`config.mk`:
```
export PLATFORM = sky130hd
export DESIGN_NAME = serial_bus_attention_command_decoder_unit_flat
export DESIGN_NICKNAME = d
export VERILOG_FILES = /design/src/sbac_pkg.sv /design/src/sbac_if.sv /design/src/serial_bus_attention_command_decoder_unit.sv /design/src/sbac_cfg.sv /design/src/sbac_decode.sv /design/src/flat_wrapper.sv
export SDC_FILE = /design/constraint.sdc
export NUM_CORES = 1
export LEC_CHECK = 0
export BUFFER_PORTS_ARGS = -buffer_cell sky130_fd_sc_hd__buf_2
export CELL_PAD_IN_SITES_DETAIL_PLACEMENT = 1
export CELL_PAD_IN_SITES_GLOBAL_PLACEMENT = 1
export CORE_MARGIN = 10
export CORE_UTILIZATION = 42
export DETAILED_ROUTE_END_ITERATION = 10
export PLACE_DENSITY = 0.88
export SLEW_MARGIN = 20
export SYNTH_ARGS = -nofsm -noshare
export SYNTH_HDL_FRONTEND = slang
export SYNTH_SLANG_ARGS = --single-unit
```
`constraint.sdc`:
```
create_clock -name clk -period 4.35 [get_ports clk]
set_clock_uncertainty 0.2 [all_clocks]
set_input_delay 0.435 -clock clk [delete_from_list [all_inputs] [get_ports clk]]
set_output_delay 0.435 -clock clk [all_outputs]
set_load 0.02 [all_outputs]
```
`src/sbac_pkg.sv`:
```
package sbac_pkg;

    localparam int unsigned MASK_W = 32;
    localparam int unsigned DEV_W  = 5;
    localparam int unsigned CHAN_W = 4;
    localparam int unsigned CODE_W = 8;
    localparam int unsigned ADDR_W = 3;
    localparam int unsigned DATA_W = 32;

    localparam logic [CODE_W-1:0] CODE_GLOBAL   = 8'h00;
    localparam logic [CODE_W-1:0] CODE_LISTEN   = 8'h20;
    localparam logic [CODE_W-1:0] CODE_UNLISTEN = 8'h3F;
    localparam logic [CODE_W-1:0] CODE_TALK     = 8'h40;
    localparam logic [CODE_W-1:0] CODE_UNTALK   = 8'h5F;
    localparam logic [CODE_W-1:0] CODE_REOPEN   = 8'h60;
    localparam logic [CODE_W-1:0] CODE_CLOSE    = 8'hE0;
    localparam logic [CODE_W-1:0] CODE_OPEN     = 8'hF0;
    localparam logic [CHAN_W-1:0] CMD_CHAN      = 4'd15;

    localparam logic [DATA_W-1:0] MASK_RESET = 32'h0000_0000;

    // register index within the config space
    localparam logic REG_MASK = 1'b0;

    typedef enum logic [1:0] {
        ST_OK      = 2'd0,
        ST_ERROR   = 2'd1,
        ST_EMPTY   = 2'd2,
        ST_OFFLINE = 2'd3
    } rx_status_t;

    typedef enum logic [1:0] {
        OUT_IDLE    = 2'd0,
        OUT_PROCESS = 2'd1,
        OUT_ERROR   = 2'd2,
        OUT_OFFLINE = 2'd3
    } outcome_t;

    typedef struct packed {
        logic [CODE_W-1:0] primary;
        logic [CODE_W-1:0] secondary;
        logic [DEV_W-1:0]  device;
        logic [CHAN_W-1:0] channel;
    } record_t;

    typedef struct packed {
        logic     done;
        outcome_t outcome;
        record_t  rec;
    } dec_t;

endpackage

```
`src/sbac_if.sv`:
```
interface sbac_in_if;
    import sbac_pkg::*;

    logic              valid;
    logic              ready;
    logic [CODE_W-1:0] command_byte;
    logic [1:0]        receive_status;

    modport source (output valid, output command_byte, output receive_status, input ready);
    modport sink   (input valid, input command_byte, input receive_status, output ready);
endinterface

interface sbac_out_if;
    import sbac_pkg::*;

    logic              valid;
    logic              ready;
    logic [1:0]        outcome;
    logic [CODE_W-1:0] primary_code;
    logic [CODE_W-1:0] secondary_code;
    logic [DEV_W-1:0]  device_number;
    logic [CHAN_W-1:0] channel_number;

    modport source (
        output valid, output outcome, output primary_code, output secondary_code,
        output device_number, output channel_number, input ready
    );
    modport sink (
        input valid, input outcome, input primary_code, input secondary_code,
        input device_number, input channel_number, output ready
    );
endinterface

```
`src/serial_bus_attention_command_decoder_unit.sv`:
```
// Attention-command decoder for a serial peripheral bus.
//
// in_ch carries one beat per byte received under attention: command_byte and
// receive_status. out_ch carries one beat each time a byte ends a command
// sequence: outcome plus the command record (primary/secondary code, device,
// channel). Bytes that open or continue a sequence (LISTEN, TALK, unused
// classes) produce no out beat.
// The APB port holds one register, enabled_device_mask at byte address 0.
//
// Timing: an input beat lands in the input register, is decoded there and the
// result lands in the output register; out_ch.valid follows once the byte has
// passed both registers and no held result blocks it. Throughput is one byte
// per cycle while no held result blocks a byte; the decode is a single level
// of compare/select logic between the two registers.
// Backpressure: while out_ch is stalled a held result blocks only a byte that
// would produce another result; in_ch.ready falls when the input register
// is full and cannot drain. The next byte is still taken while the result
// waits in the output register.
// Reset clears both pipeline valids, the command record and the mask.
module serial_bus_attention_command_decoder_unit
    import sbac_pkg::*;
(
    input  logic              clk,
    input  logic              rst_n,
    sbac_in_if.sink           in_ch,
    sbac_out_if.source        out_ch,
    input  logic              psel,
    input  logic              penable,
    input  logic              pwrite,
    input  logic [ADDR_W-1:0] paddr,
    input  logic [DATA_W-1:0] pwdata,
    output logic [DATA_W-1:0] prdata,
    output logic              pready
);

    logic [MASK_W-1:0] mask;

    // input stage
    logic              in_valid_reg;
    logic              in_valid_next;
    logic [CODE_W-1:0] in_byte_reg;
    logic [1:0]        in_status_reg;

    // command record, advanced as each byte leaves the input stage
    record_t           rec_reg;
    record_t           rec_next;

    // output stage
    logic              out_valid_reg;
    logic              out_valid_next;
    outcome_t          out_outcome_reg;
    record_t           out_rec_reg;

    dec_t              dec;
    logic              in_fire;
    logic              dec_fire;

    sbac_cfg u_cfg (
        .clk     (clk),
        .rst_n   (rst_n),
        .psel    (psel),
        .penable (penable),
        .pwrite  (pwrite),
        .paddr   (paddr),
        .pwdata  (pwdata),
        .prdata  (prdata),
        .pready  (pready),
        .mask    (mask)
    );

    sbac_decode u_decode (
        .command_byte   (in_byte_reg),
        .receive_status (in_status_reg),
        .rec            (rec_reg),
        .mask           (mask),
        .dec            (dec)
    );

    // a byte that yields no result drains even when the output is stalled
    assign dec_fire    = in_valid_reg && (!dec.done || !out_valid_reg || out_ch.ready);
    assign in_ch.ready = !in_valid_reg || dec_fire;
    assign in_fire     = in_ch.valid && in_ch.ready;

    always_comb
    begin
        in_valid_next = in_valid_reg;
        if (in_fire)
        begin
            in_valid_next = 1'b1;
        end
        else if (dec_fire)
        begin
            in_valid_next = 1'b0;
        end

        rec_next = dec_fire ? dec.rec : rec_reg;

        out_valid_next = out_valid_reg;
        if (dec_fire && dec.done)
        begin
            out_valid_next = 1'b1;
        end
        else if (out_ch.ready)
        begin
            out_valid_next = 1'b0;
        end
    end

    always_ff @(posedge clk or negedge rst_n)
    begin
        if (!rst_n)
        begin
            in_valid_reg  <= 1'b0;
            out_valid_reg <= 1'b0;
            rec_reg       <= '0;
        end
        else
        begin
            in_valid_reg  <= in_valid_next;
            out_valid_reg <= out_valid_next;
            rec_reg       <= rec_next;
        end
    end

    // payload registers, no reset
    always_ff @(posedge clk)
    begin
        if (in_fire)
        begin
            in_byte_reg   <= in_ch.command_byte;
            in_status_reg <= in_ch.receive_status;
        end
        if (dec_fire && dec.done)
        begin
            out_outcome_reg <= dec.outcome;
            out_rec_reg     <= dec.rec;
        end
    end

    assign out_ch.valid          = out_valid_reg;
    assign out_ch.outcome        = out_outcome_reg;
    assign out_ch.primary_code   = out_rec_reg.primary;
    assign out_ch.secondary_code = out_rec_reg.secondary;
    assign out_ch.device_number  = out_rec_reg.device;
    assign out_ch.channel_number = out_rec_reg.channel;

endmodule

```
`src/sbac_cfg.sv`:
```
module sbac_cfg
    import sbac_pkg::*;
(
    input  logic              clk,
    input  logic              rst_n,
    input  logic              psel,
    input  logic              penable,
    input  logic              pwrite,
    input  logic [ADDR_W-1:0] paddr,
    input  logic [DATA_W-1:0] pwdata,
    output logic [DATA_W-1:0] prdata,
    output logic              pready,
    output logic [MASK_W-1:0] mask
);

    logic [MASK_W-1:0] mask_reg;
    logic [MASK_W-1:0] mask_next;
    logic              hit;

    // byte address bits [1:0] are ignored; bit 2 selects the register
    assign hit    = (paddr[ADDR_W-1] == REG_MASK);
    assign pready = 1'b1;

    always_comb
    begin
        mask_next = mask_reg;
        if (psel && penable && pwrite && hit)
        begin
            mask_next = pwdata[MASK_W-1:0];
        end
    end

    always_ff @(posedge clk or negedge rst_n)
    begin
        if (!rst_n)
        begin
            mask_reg <= MASK_RESET[MASK_W-1:0];
        end
        else
        begin
            mask_reg <= mask_next;
        end
    end

    assign prdata = hit ? mask_reg : '0;
    assign mask   = mask_reg;

endmodule

```
`src/sbac_decode.sv`:
```
module sbac_decode
    import sbac_pkg::*;
(
    input  logic [CODE_W-1:0] command_byte,
    input  logic [1:0]        receive_status,
    input  record_t           rec,
    input  logic [MASK_W-1:0] mask,
    output dec_t              dec
);

    logic [CODE_W-1:0] cls;
    logic [CHAN_W-1:0] low;
    record_t           rec_upd;
    outcome_t          oc;
    logic              done;

    always_comb
    begin
        low     = command_byte[CHAN_W-1:0];
        cls     = {command_byte[CODE_W-1:CHAN_W], {CHAN_W{1'b0}}};
        rec_upd = rec;
        oc      = OUT_IDLE;
        done    = 1'b1;

        case (rx_status_t'(receive_status))
            ST_OFFLINE: oc = OUT_OFFLINE;
            ST_ERROR:   oc = OUT_ERROR;
            ST_EMPTY:   oc = OUT_IDLE;
            default:
            begin
                // unlisten and untalk match on the whole byte only
                if (command_byte == CODE_UNLISTEN || command_byte == CODE_UNTALK)
                begin
                    cls = command_byte;
                end
                case (cls)
                    CODE_GLOBAL:
                    begin
                        rec_upd.primary = CODE_GLOBAL;
                        rec_upd.device  = {1'b0, low};
                    end
                    CODE_LISTEN, CODE_TALK:
                    begin
                        rec_upd.primary   = cls;
                        rec_upd.device    = {1'b0, low};
                        rec_upd.secondary = CODE_REOPEN;
                        rec_upd.channel   = CMD_CHAN;
                        done              = 1'b0;
                    end
                    CODE_UNLISTEN:
                    begin
                        rec_upd.primary   = CODE_UNLISTEN;
                        rec_upd.secondary = '0;
                        oc                = OUT_PROCESS;
                    end
                    CODE_UNTALK:
                    begin
                        rec_upd.primary   = CODE_UNTALK;
                        rec_upd.secondary = '0;
                    end
                    CODE_OPEN, CODE_REOPEN, CODE_CLOSE:
                    begin
                        rec_upd.secondary = cls;
                        rec_upd.channel   = low;
                        oc                = OUT_PROCESS;
                    end
                    default: done = 1'b0;   // unused class: no change
                endcase
            end
        endcase

        // end of sequence: gate by device enable, drop record unless processing
        if (done)
        begin
            if (!mask[rec_upd.device])
            begin
                oc = OUT_IDLE;
            end
            if (oc != OUT_PROCESS)
            begin
                rec_upd = '0;
            end
        end

        dec.done    = done;
        dec.outcome = oc;
        dec.rec     = rec_upd;
    end

endmodule
```
`src/flat_wrapper.sv`:
```
// flat-port wrapper written by rule: the top's interface ports become plain ports
module serial_bus_attention_command_decoder_unit_flat import sbac_pkg::*;
  (clk, rst_n, psel, penable, pwrite, paddr, pwdata, prdata, pready, in_ch_valid, in_ch_command_byte, in_ch_receive_status, in_ch_ready, out_ch_valid, out_ch_outcome, out_ch_primary_code, out_ch_secondary_code, out_ch_device_number, out_ch_channel_number, out_ch_ready);
  sbac_in_if in_ch_i ();
  sbac_out_if out_ch_i ();
  input  logic clk;
  input  logic rst_n;
  input  logic psel;
  input  logic penable;
  input  logic pwrite;
  input  logic [ADDR_W-1:0] paddr;
  input  logic [DATA_W-1:0] pwdata;
  output logic [DATA_W-1:0] prdata;
  output logic pready;
  input wire logic [$bits(in_ch_i.valid)-1:0] in_ch_valid;
  input wire logic [$bits(in_ch_i.command_byte)-1:0] in_ch_command_byte;
  input wire logic [$bits(in_ch_i.receive_status)-1:0] in_ch_receive_status;
  output wire logic [$bits(in_ch_i.ready)-1:0] in_ch_ready;
  output wire logic [$bits(out_ch_i.valid)-1:0] out_ch_valid;
  output wire logic [$bits(out_ch_i.outcome)-1:0] out_ch_outcome;
  output wire logic [$bits(out_ch_i.primary_code)-1:0] out_ch_primary_code;
  output wire logic [$bits(out_ch_i.secondary_code)-1:0] out_ch_secondary_code;
  output wire logic [$bits(out_ch_i.device_number)-1:0] out_ch_device_number;
  output wire logic [$bits(out_ch_i.channel_number)-1:0] out_ch_channel_number;
  input wire logic [$bits(out_ch_i.ready)-1:0] out_ch_ready;
  assign in_ch_i.valid = in_ch_valid;
  assign in_ch_i.command_byte = in_ch_command_byte;
  assign in_ch_i.receive_status = in_ch_receive_status;
  assign in_ch_ready = in_ch_i.ready;
  assign out_ch_valid = out_ch_i.valid;
  assign out_ch_outcome = out_ch_i.outcome;
  assign out_ch_primary_code = out_ch_i.primary_code;
  assign out_ch_secondary_code = out_ch_i.secondary_code;
  assign out_ch_device_number = out_ch_i.device_number;
  assign out_ch_channel_number = out_ch_i.channel_number;
  assign out_ch_i.ready = out_ch_ready;
  serial_bus_attention_command_decoder_unit u_core (.clk(clk), .rst_n(rst_n), .in_ch(in_ch_i), .out_ch(out_ch_i), .psel(psel), .penable(penable), .pwrite(pwrite), .paddr(paddr), .pwdata(pwdata), .prdata(prdata), .pready(pready));
endmodule
```
Word-level counts from Yosys, hierarchy flattened
Cells that the tools add are included.

Bits in registers: 96. Output and inout bits: 62. Logic and storage cells: 75.

$lt $le $gt $ge: 1. Equal/unequal tests: 13. Multiplexer cells: 23. Bitwise gates (word level): 1. Reduce and logical (&&, ||, !) cells: 23.

Operators with widths (count): 25-bit 2-to-1 mux (3); 8-bit by 7-bit equality test with 1-bit output, second input constant (4); 32-bit 2-to-1 mux (1); 8-bit one-hot mux with 4 select lines (1); 8-bit by 6-bit equality test with 1-bit output, second input constant (3); 8-bit one-hot mux with 3 select lines (1); 8-bit equality test, second input constant (2); 3-bit OR reduction (3); 8-bit logical NOT (1); 1-bit 2-to-1 mux (8); 8-bit 2-to-1 mux (1); 4-bit one-hot mux with 2 select lines (1); 1-bit logical AND (6); 5-bit by 6-bit less-than comparator with 1-bit output, second input constant (1); 2-bit 2-to-1 mux (3); 2-bit one-hot mux with 3 select lines (1); 6-bit OR reduction (1); 1-bit binary-select mux with 5-bit select (1); 5-bit 2-to-1 mux (1); 2-bit equality test, second input constant (2); 1-bit logical OR (4); 4-bit 2-to-1 mux (1); 2-bit nonzero test (2); 2-bit OR reduction (2); other kinds (5) (7).

Logic depth before layout (Yosys ltp)
Gate-level depths: netlist of the first run.

Depth after elaboration: 15. Mapped depth: 13. Gate-level depth less buffers: 9.

Cells and area by module
Synthesis of the first run repeated with hierarchy kept, for this count alone.

Cells, all modules: 485. Area total of the unflattened synthesis: 5496.5 µm².

By module, submodules not included: serial_bus_attention_command_decoder_unit (times used 1, cells each 190, area an instance 2708.8 µm²); sbac_cfg (times used 1, cells each 105, area an instance 1554.0 µm²); sbac_decode (times used 1, cells each 190, area an instance 1233.7 µm²).

Worst setup path before layout of the first run
No wires, ideal clock.

Path kind: flip-flop to flip-flop. Start point: reg u_core.in_byte_reg[4]. End point: reg u_core.out_rec_reg (netlist bit u_core.out_ch.secondary_code[5]) (data pin). Setup time: 0.268 ns. Arrival: 2.745 ns. Data required time: 3.882 ns. Slack: 1.138 ns. Cell stages (with the launch flop): 10. Path buffers: 1. Cells stage by stage: edfxtp_1 > or4_4 > or3_4 > nand2_4 > o211ai_1 > a2111oi_1 > a211oi_2 > a31oi_1 > buf_2 > nor3_1.

RTL lines: from (decl) (RTL line serial_bus_attention_command_decoder_unit.sv:41) `logic [CODE_W-1:0] in_byte_reg;`; from (signal assigned) (RTL line serial_bus_attention_command_decoder_unit.sv:130) `in_byte_reg <= in_ch.command_byte;`; to (signal assigned) (RTL line serial_bus_attention_command_decoder_unit.sv:136) `out_rec_reg <= dec.rec;`; to (decl) (RTL line serial_bus_attention_command_decoder_unit.sv:52) `record_t out_rec_reg;`.

==> results.json, run 1 <==
{
  "outcome": "finished clean",
  "synth_xor_xnor_area_share_pct": 0.1802,
  "yosysWarnings": 0,
  "p_int_uw": 1747,
  "wl_um": 14390,
  "synth_common_cells": "dfrtp_1 (59), nor2_1 (45), nor2b_1 (40)",
  "grt-ovfl-total": 0,
  "cp-start-kind": "flop",
  "root_buffer": "clkbuf_16",
  "peakVddDrop_v": 0.0001995,
  "p_leak_uw": 0.002498,
  "yosysSeqAreaShare_pct": 53.23,
  "dpl.hpwl_um": 10940,
  "synth_compound_area_share_pct": 14.13,
  "area_growth_pct": 20.39,
  "cts_tree": "yes",
  "synth_top_family_by_area": "simple AND/OR/NAND/NOR gates",
  "antenna_found_initial": 0,
  "path_class": "reg -> reg",
  "seqPwrFrac_pct": 45.6,
  "route.detailed.drc": 0,
  "cp.required_ns": 4.26,
  "max-cap-violations": 0,
  "largest_reg_flops": 32,
  "synth_cell_types": 63,
  "clock_path_buffers": 2,
  "yosys.cell_count.top_type": "dfrtp_1",
  "ios": 114,
  "totalPowerFinal_uw": 2577,
  "fin_ws_ns": 0.3104,
  "r2r_end": "u_core.out_ch.secondary_code[0]",
  "cts_buffers": 9,
  "grt_pass1_wl_um": 23520,
  "finalCritPeriodShare_pct": 92.86,
  "num_rows": 39,
  "max_stage_delay_ns": 0.71,
  "dr_total_vias": 4054,
  "worst_setup_path_end_kind": "flop",
  "cts_hold_buf": 0,
  "period_minus_slack_ns": 4.040,
  "holdCritPathClass": "in -> async",
  "synth_top_area_cell": "dfrtp_1",
  "syn_area_sq_um": 4861,
  "synth_flop_cell": "dfrtp_1",
  "synth.area.top_cells": "dfrtp_1 (30%), edfxtp_1 (23%), mux2_2 (7.9%)",
  "cts_resized": 0,
  "yosysTopAreaCellShare_pct": 30.37,
  "hold_viol": 0,
  "yosys.area_share.simple_pct": 21.03,
  "die_w_um": 127.6,
  "cts_setup_buffers": 0,
  "worstPathCellList": "or4_4 > or3_4 > nand2_4 > o211ai_1 > a2111oi_1 > a211oi_2 > a31oi_1 > nor3_1 > and2_1",
  "gp_routability_congestion": 0.9372,
  "dieArea_sq_um": 16280,
  "grt_pass1_vias": 4372,
  "fin_hold_ws_ns": 0.03615,
  "clk_latency_ns": 0.35,
  "slew_viol_final": 0,
  "start_util_pct": 42.75,
  "drive_gt1_share_pct": 32.17,
  "synthMuxAreaShare_pct": 8.082,
  "die_y_um": 127.6,
  "crit_path_max_fanout": 13,
  "dp_slack_ns": 0.3689,
  "r2r_cells": 9,
  "crit_slowest_cell": "or4_4",
  "drtPass1Iterations": 5,
  "nets": 619,
  "p_sw_share_pct": 32.21,
  "syn_inst": 462,
  "grt_max_degree": 60,
  "synth-edff-count": 37,
  "fmax_mhz": 247.6,
  "clkSinkCount": 96,
  "p_sw_uw": 830.1,
  "postSynthAreaPerCell_sq_um": 10.52,
  "reg2reg_slack_ns": 0.31,
  "coreArea_sq_um": 11370,
  "p_clk_share_pct": 31.6,
  "max_slew.worst_pin.slew_ns": 0.7608,
  "synthArstFlopShare_pct": 61.46,
  "combPwrFrac_pct": 22.8,
  "drt_iter0_drc": 338,
  "vias_per_cell": 5.670,
  "num_antenna_cells": 0,
  "synthesis.nets": 514,
  "fin_setup_tns_ns": 0,
  "relSlewSlack_pct": 49.28,
  "r2r_start": "u_core.in_byte_reg[4]",
  "grtUsageTotal_pct": 17.89,
  "yosys.area_share.adder_pct": 0,
  "clk_pin_slew_ns": 0.07,
  "routedWlPerCell_um": 20.13,
  "power_density_nw_per_um2": 440.4,
  "rsz0062_at_grt": "false",
  "finalSetupViolations": 0,
  "crit_arrival_ns": 3.95,
  "port-buffer-count": 110,
  "final_antenna_net_count": 0,
  "fin_util_pct": 51.47,
  "htree_levels": 3,
  "synth-seq-cells": 96
}
per-stage QoR:
step                      instance area (sq um)  std cells
after global routing                       5852        715
after detailed placement                   5544        699
after global placement                     5544        699
after floorplan                            4861        462
final                                      5852        715
after CTS                                  5847        715
logic make-up after synthesis:
logic type      Yosys count
flops                    96
compound gates          104
xor+xnor                  1
mux                      35
simple gates            190
buf+inv                  35
other cells               1
worst max-delay path by stage:
| stage | from | to |
|---|---|---|
| 6_report | u_core.in_byte_reg[4] | u_core.out_ch.secondary_code[0] |
| 5_1_grt | u_core.in_byte_reg[4] | u_core.out_ch.secondary_code[0] |
| 4_1_cts | u_core.in_byte_reg[4] | u_core.out_ch.secondary_code[0] |
| 3_5_place_dp | u_core.in_byte_reg[4] | u_core.out_ch.secondary_code[0] |
| 3_3_place_gp | u_core.in_byte_reg[4] | u_core.out_ch.secondary_code[0] |
| 2_1_floorplan | u_core.in_byte_reg[4] | u_core.out_ch.secondary_code[5] |
placed cells by master, fill, tap and decap left out, types with 3 or more instances in the layout:
master,n
a22oi_1,4
a32oi_1,3
a21o_1,3
a31oi_1,5
buf_2,110
nand3_1,8
o22ai_1,6
a21oi_1,30
nor2b_1,40
inv_6,3
nand2b_1,9
nor2_1,45
nand4_1,6
a211oi_1,6
buf_4,11
inv_1,8
mux2_2,34
nor3b_1,7
o21ai_0,18
nand2_1,35
nor3_1,8
a21boi_0,3
and3_1,4
and2_1,11
clkbuf_16,9
edfxtp_1,37
dfrtp_1,59
o211ai_1,3
layout make-up:
type,instances,area [sq um]
clock buffer,9,225.2
clock inverter,7,77.57
fill,1297,5518
inverter,8,30.03
multi-input combinational,331,2120
sequential,96,2587
tap,143,178.9
timing repair buffer,121,633.1
power by group through the flow:
| stage | Clock (uW) | Sequential (uW) | Combinational (uW) |
|---|---|---|---|
| after global routing | 865 | 1190 | 643 |
| after CTS | 827 | 1170 | 594 |
| final | 815 | 1170 | 588 |
| after detailed placement | 0 | 1190 | 589 |
| after floorplan | 0 | 1170 | 377 |
| after global placement | 0 | 1180 | 569 |
critical path, delay by kind of cell, from the launching register on:
| kind | cells | cell delay, ns |
|---|---|---|
| DFF | 1 | 0.55 |
| AOI/OAI and AO/OA | 4 | 1.37 |
| and+or+nand+nor | 5 | 1.66 |
layer usage:
metal	vias to the layer above	track usage, %	wire (um)
li1	1872	-	-
met3	21	5.045	1173
met1	2010	21.08	5732
met2	151	30.52	7194
met5	-	0	0
met4	0	6.358	294
No activity file was read; power rests on OpenSTA's default activity.
==> inputs of run 2 (changes only) <==
--- a/config.mk
+++ b/config.mk
@@ -13,4 +13,5 @@
 export DETAILED_ROUTE_END_ITERATION = 10
+export GPL_TIMING_DRIVEN = 0
 export PLACE_DENSITY = 0.88
-export SLEW_MARGIN = 20
+export SLEW_MARGIN = 0
 export SYNTH_ARGS = -nofsm -noshare
--- a/constraint.sdc
+++ b/constraint.sdc
@@ -4,2 +4,2 @@
 set_output_delay 0.435 -clock clk [all_outputs]
-set_load 0.02 [all_outputs]
+set_load 0.1 [all_outputs]
==> run 2 against run 1 <==
Total power grew 17%. Clock power grew 2%. The flow now finishes with violations (hold timing). Sequential power is essentially flat. Global-route usage grew 1.1 points. Register-to-register slack gained 0.04 ns. Hold slack lost 0.077 ns. Count of clock-buffer cells in the layout grew 1. Final area grew 0.94%.
==> results.json, run 2 (synthesis gave the netlist of run 1 again) <==
{
  "largest_reg_flops": 32,
  "path_class": "reg -> reg",
  "holdCritPathClass": "in -> async",
  "m1WireLength_um": 6000,
  "hold_viol": 59,
  "relSlewSlack_pct": 21.52,
  "die_y_um": 127.6,
  "clkSinkCount": 96,
  "outcome": "finished, violations left",
  "dpl.hpwl_um": 11680,
  "wl_met2_um": 7862,
  "nets": 635,
  "grt-ovfl-total": 0,
  "num_antenna_cells": 0,
  "fin_setup_tns_ns": 0,
  "port-buffer-count": 110,
  "finalSetupViolations": 0,
  "gp_routability_congestion": 0.9111,
  "final_antenna_net_count": 0,
  "r2r_end": "u_core.out_ch.secondary_code[5]",
  "r2r_cells": 9,
  "cts_tree": "yes",
  "fin_hold_ws_ns": -0.04109,
  "vias_per_cell": 5.617,
  "ios": 114,
  "top_layer_used": "met4",
  "wl_um": 15210,
  "max_stage_delay_ns": 0.59,
  "wl_met3_um": 1088,
  "crit_arrival_ns": 3.88,
  "root_buffer": "clkbuf_16",
  "worst_setup_path_end_kind": "flop",
  "totalPowerFinal_uw": 3016,
  "power_density_nw_per_um2": 510.6,
  "finalCritPeriodShare_pct": 91.86,
  "layout_commonest_cell": "buf_2",
  "routedWlPerCell_um": 20.81,
  "start_util_pct": 42.75,
  "cts_buffers": 9,
  "route.detailed.drc": 0,
  "grt_pass1_wl_um": 24700,
  "slew_viol_final": 0,
  "drt_iter0_drc": 432,
  "dieArea_sq_um": 16280,
  "crit_path_max_fanout": 10,
  "max-cap-violations": 0,
  "worst_path_dominant_cell_family": "compound AO/OA/AOI/OAI gates",
  "cts_setup_buffers": 0,
  "cp.required_ns": 4.24,
  "area_growth_pct": 21.52,
  "fmax_mhz": 250.3,
  "crit_slowest_cell": "nor4_4",
  "drive_gt1_share_pct": 31.12,
  "most-common-layout-cells": "buf_2 (116), dfrtp_1 (59), nor2_1 (44), nor2b_1 (40), edfxtp_1 (37)",
  "max_slew.worst_pin.slew_ns": 1.168,
  "r2r_start": "u_core.in_byte_reg[4]",
  "cp-start-kind": "flop",
  "clk_latency_ns": 0.36,
  "critPathBufInv": 1,
  "rsz0062_at_grt": "false",
  "coreArea_sq_um": 11370,
  "p_leak_uw": 0.002512,
  "drtPass1Iterations": 6,
  "period_minus_slack_ns": 3.996,
  "worstPathCellList": "nor4_4 > a21boi_0 > nor2_2 > o211ai_1 > a2111oi_1 > a211oi_2 > a31oi_1 > buf_2 > nor3_1",
  "clk_pin_slew_ns": 0.07,
  "grtUsageTotal_pct": 19.04,
  "grt_pass1_vias": 4602,
  "peakVddDrop_v": 0.0003338,
  "die_w_um": 127.6,
  "reg2reg_slack_ns": 0.35,
  "clock_path_buffers": 2,
  "dr_total_vias": 4106,
  "htree_levels": 3,
  "num_rows": 39,
  "grt_max_degree": 60,
  "violations": "hold timing",
  "antenna_found_initial": 0
}
==> run 2: metrics by stage <==
stage | std cells | util [%] | hold slack, ns | cell area, sq um | setup WS [ns]
floorplan | 462 | - | -0.06059 | 4861 | 1.062
global placement | 715 | 49.17 | 0.2583 | 5590 | 0.4293
detailed placement | 715 | 49.17 | 0.2846 | 5590 | 0.2863
CTS | 731 | 51.91 | 0.03830 | 5902 | 0.2911
global route | 731 | 51.95 | 0.009468 | 5907 | 0.1053
finish | 731 | 51.95 | -0.04109 | 5907 | 0.3541
==> run 2: layout make-up <==
class                      instances  area [sq um]
inverter                           8         30.03
fill                            1308          5463
timing repair buffer             110         553.0
tap                              143         178.9
clock buffer                      10         239.0
multi-input combinational        331          2117
sequential                        96          2587
clock inverter                     6         72.57
buffer                            27         128.9
==> run 2: routing by layer <==
layer  global-route usage [%]  vias to the layer above
met5                        0                        -
met4                    6.954                        0
met3                    5.624                       19
met2                    33.33                      135
met1                    21.48                     2041
li1                         -                     1911
==> run 2: worst max-delay path by stage <==
stage,start,endpoint,slack [ns],depth (start not counted)
after global routing,u_core.in_byte_reg[2],u_core.out_ch.primary_code[3],0.11,10
after floorplan,u_core.in_byte_reg[7],u_core.in_byte_reg[0],1.06,8
after detailed placement,u_core.in_byte_reg[4],u_core.out_ch.secondary_code[5],0.29,9
final,u_core.in_byte_reg[4],u_core.out_ch.secondary_code[5],0.35,9
after global placement,u_core.in_byte_reg[4],u_core.out_ch.device_number[2],0.43,9
after CTS,u_core.in_byte_reg[4],u_core.out_ch.secondary_code[5],0.29,9
==> run 2: power breakdown <==
group	total, uW	internal, uW	switching (uW)	leakage [uW]
Clock	831	469	363	0.000150
Sequential	1160	1060	101	0.00112
Combinational	1020	237	787	0.00124
==> run 2: what timing repair did <==
| action | 4_1_cts | 5_1_grt |
|---|---|---|
| hold buffers | 0 | 0 |
| endpoints found under the setup margin | 0 | 7 |
| resized for setup | 0 | 1 |
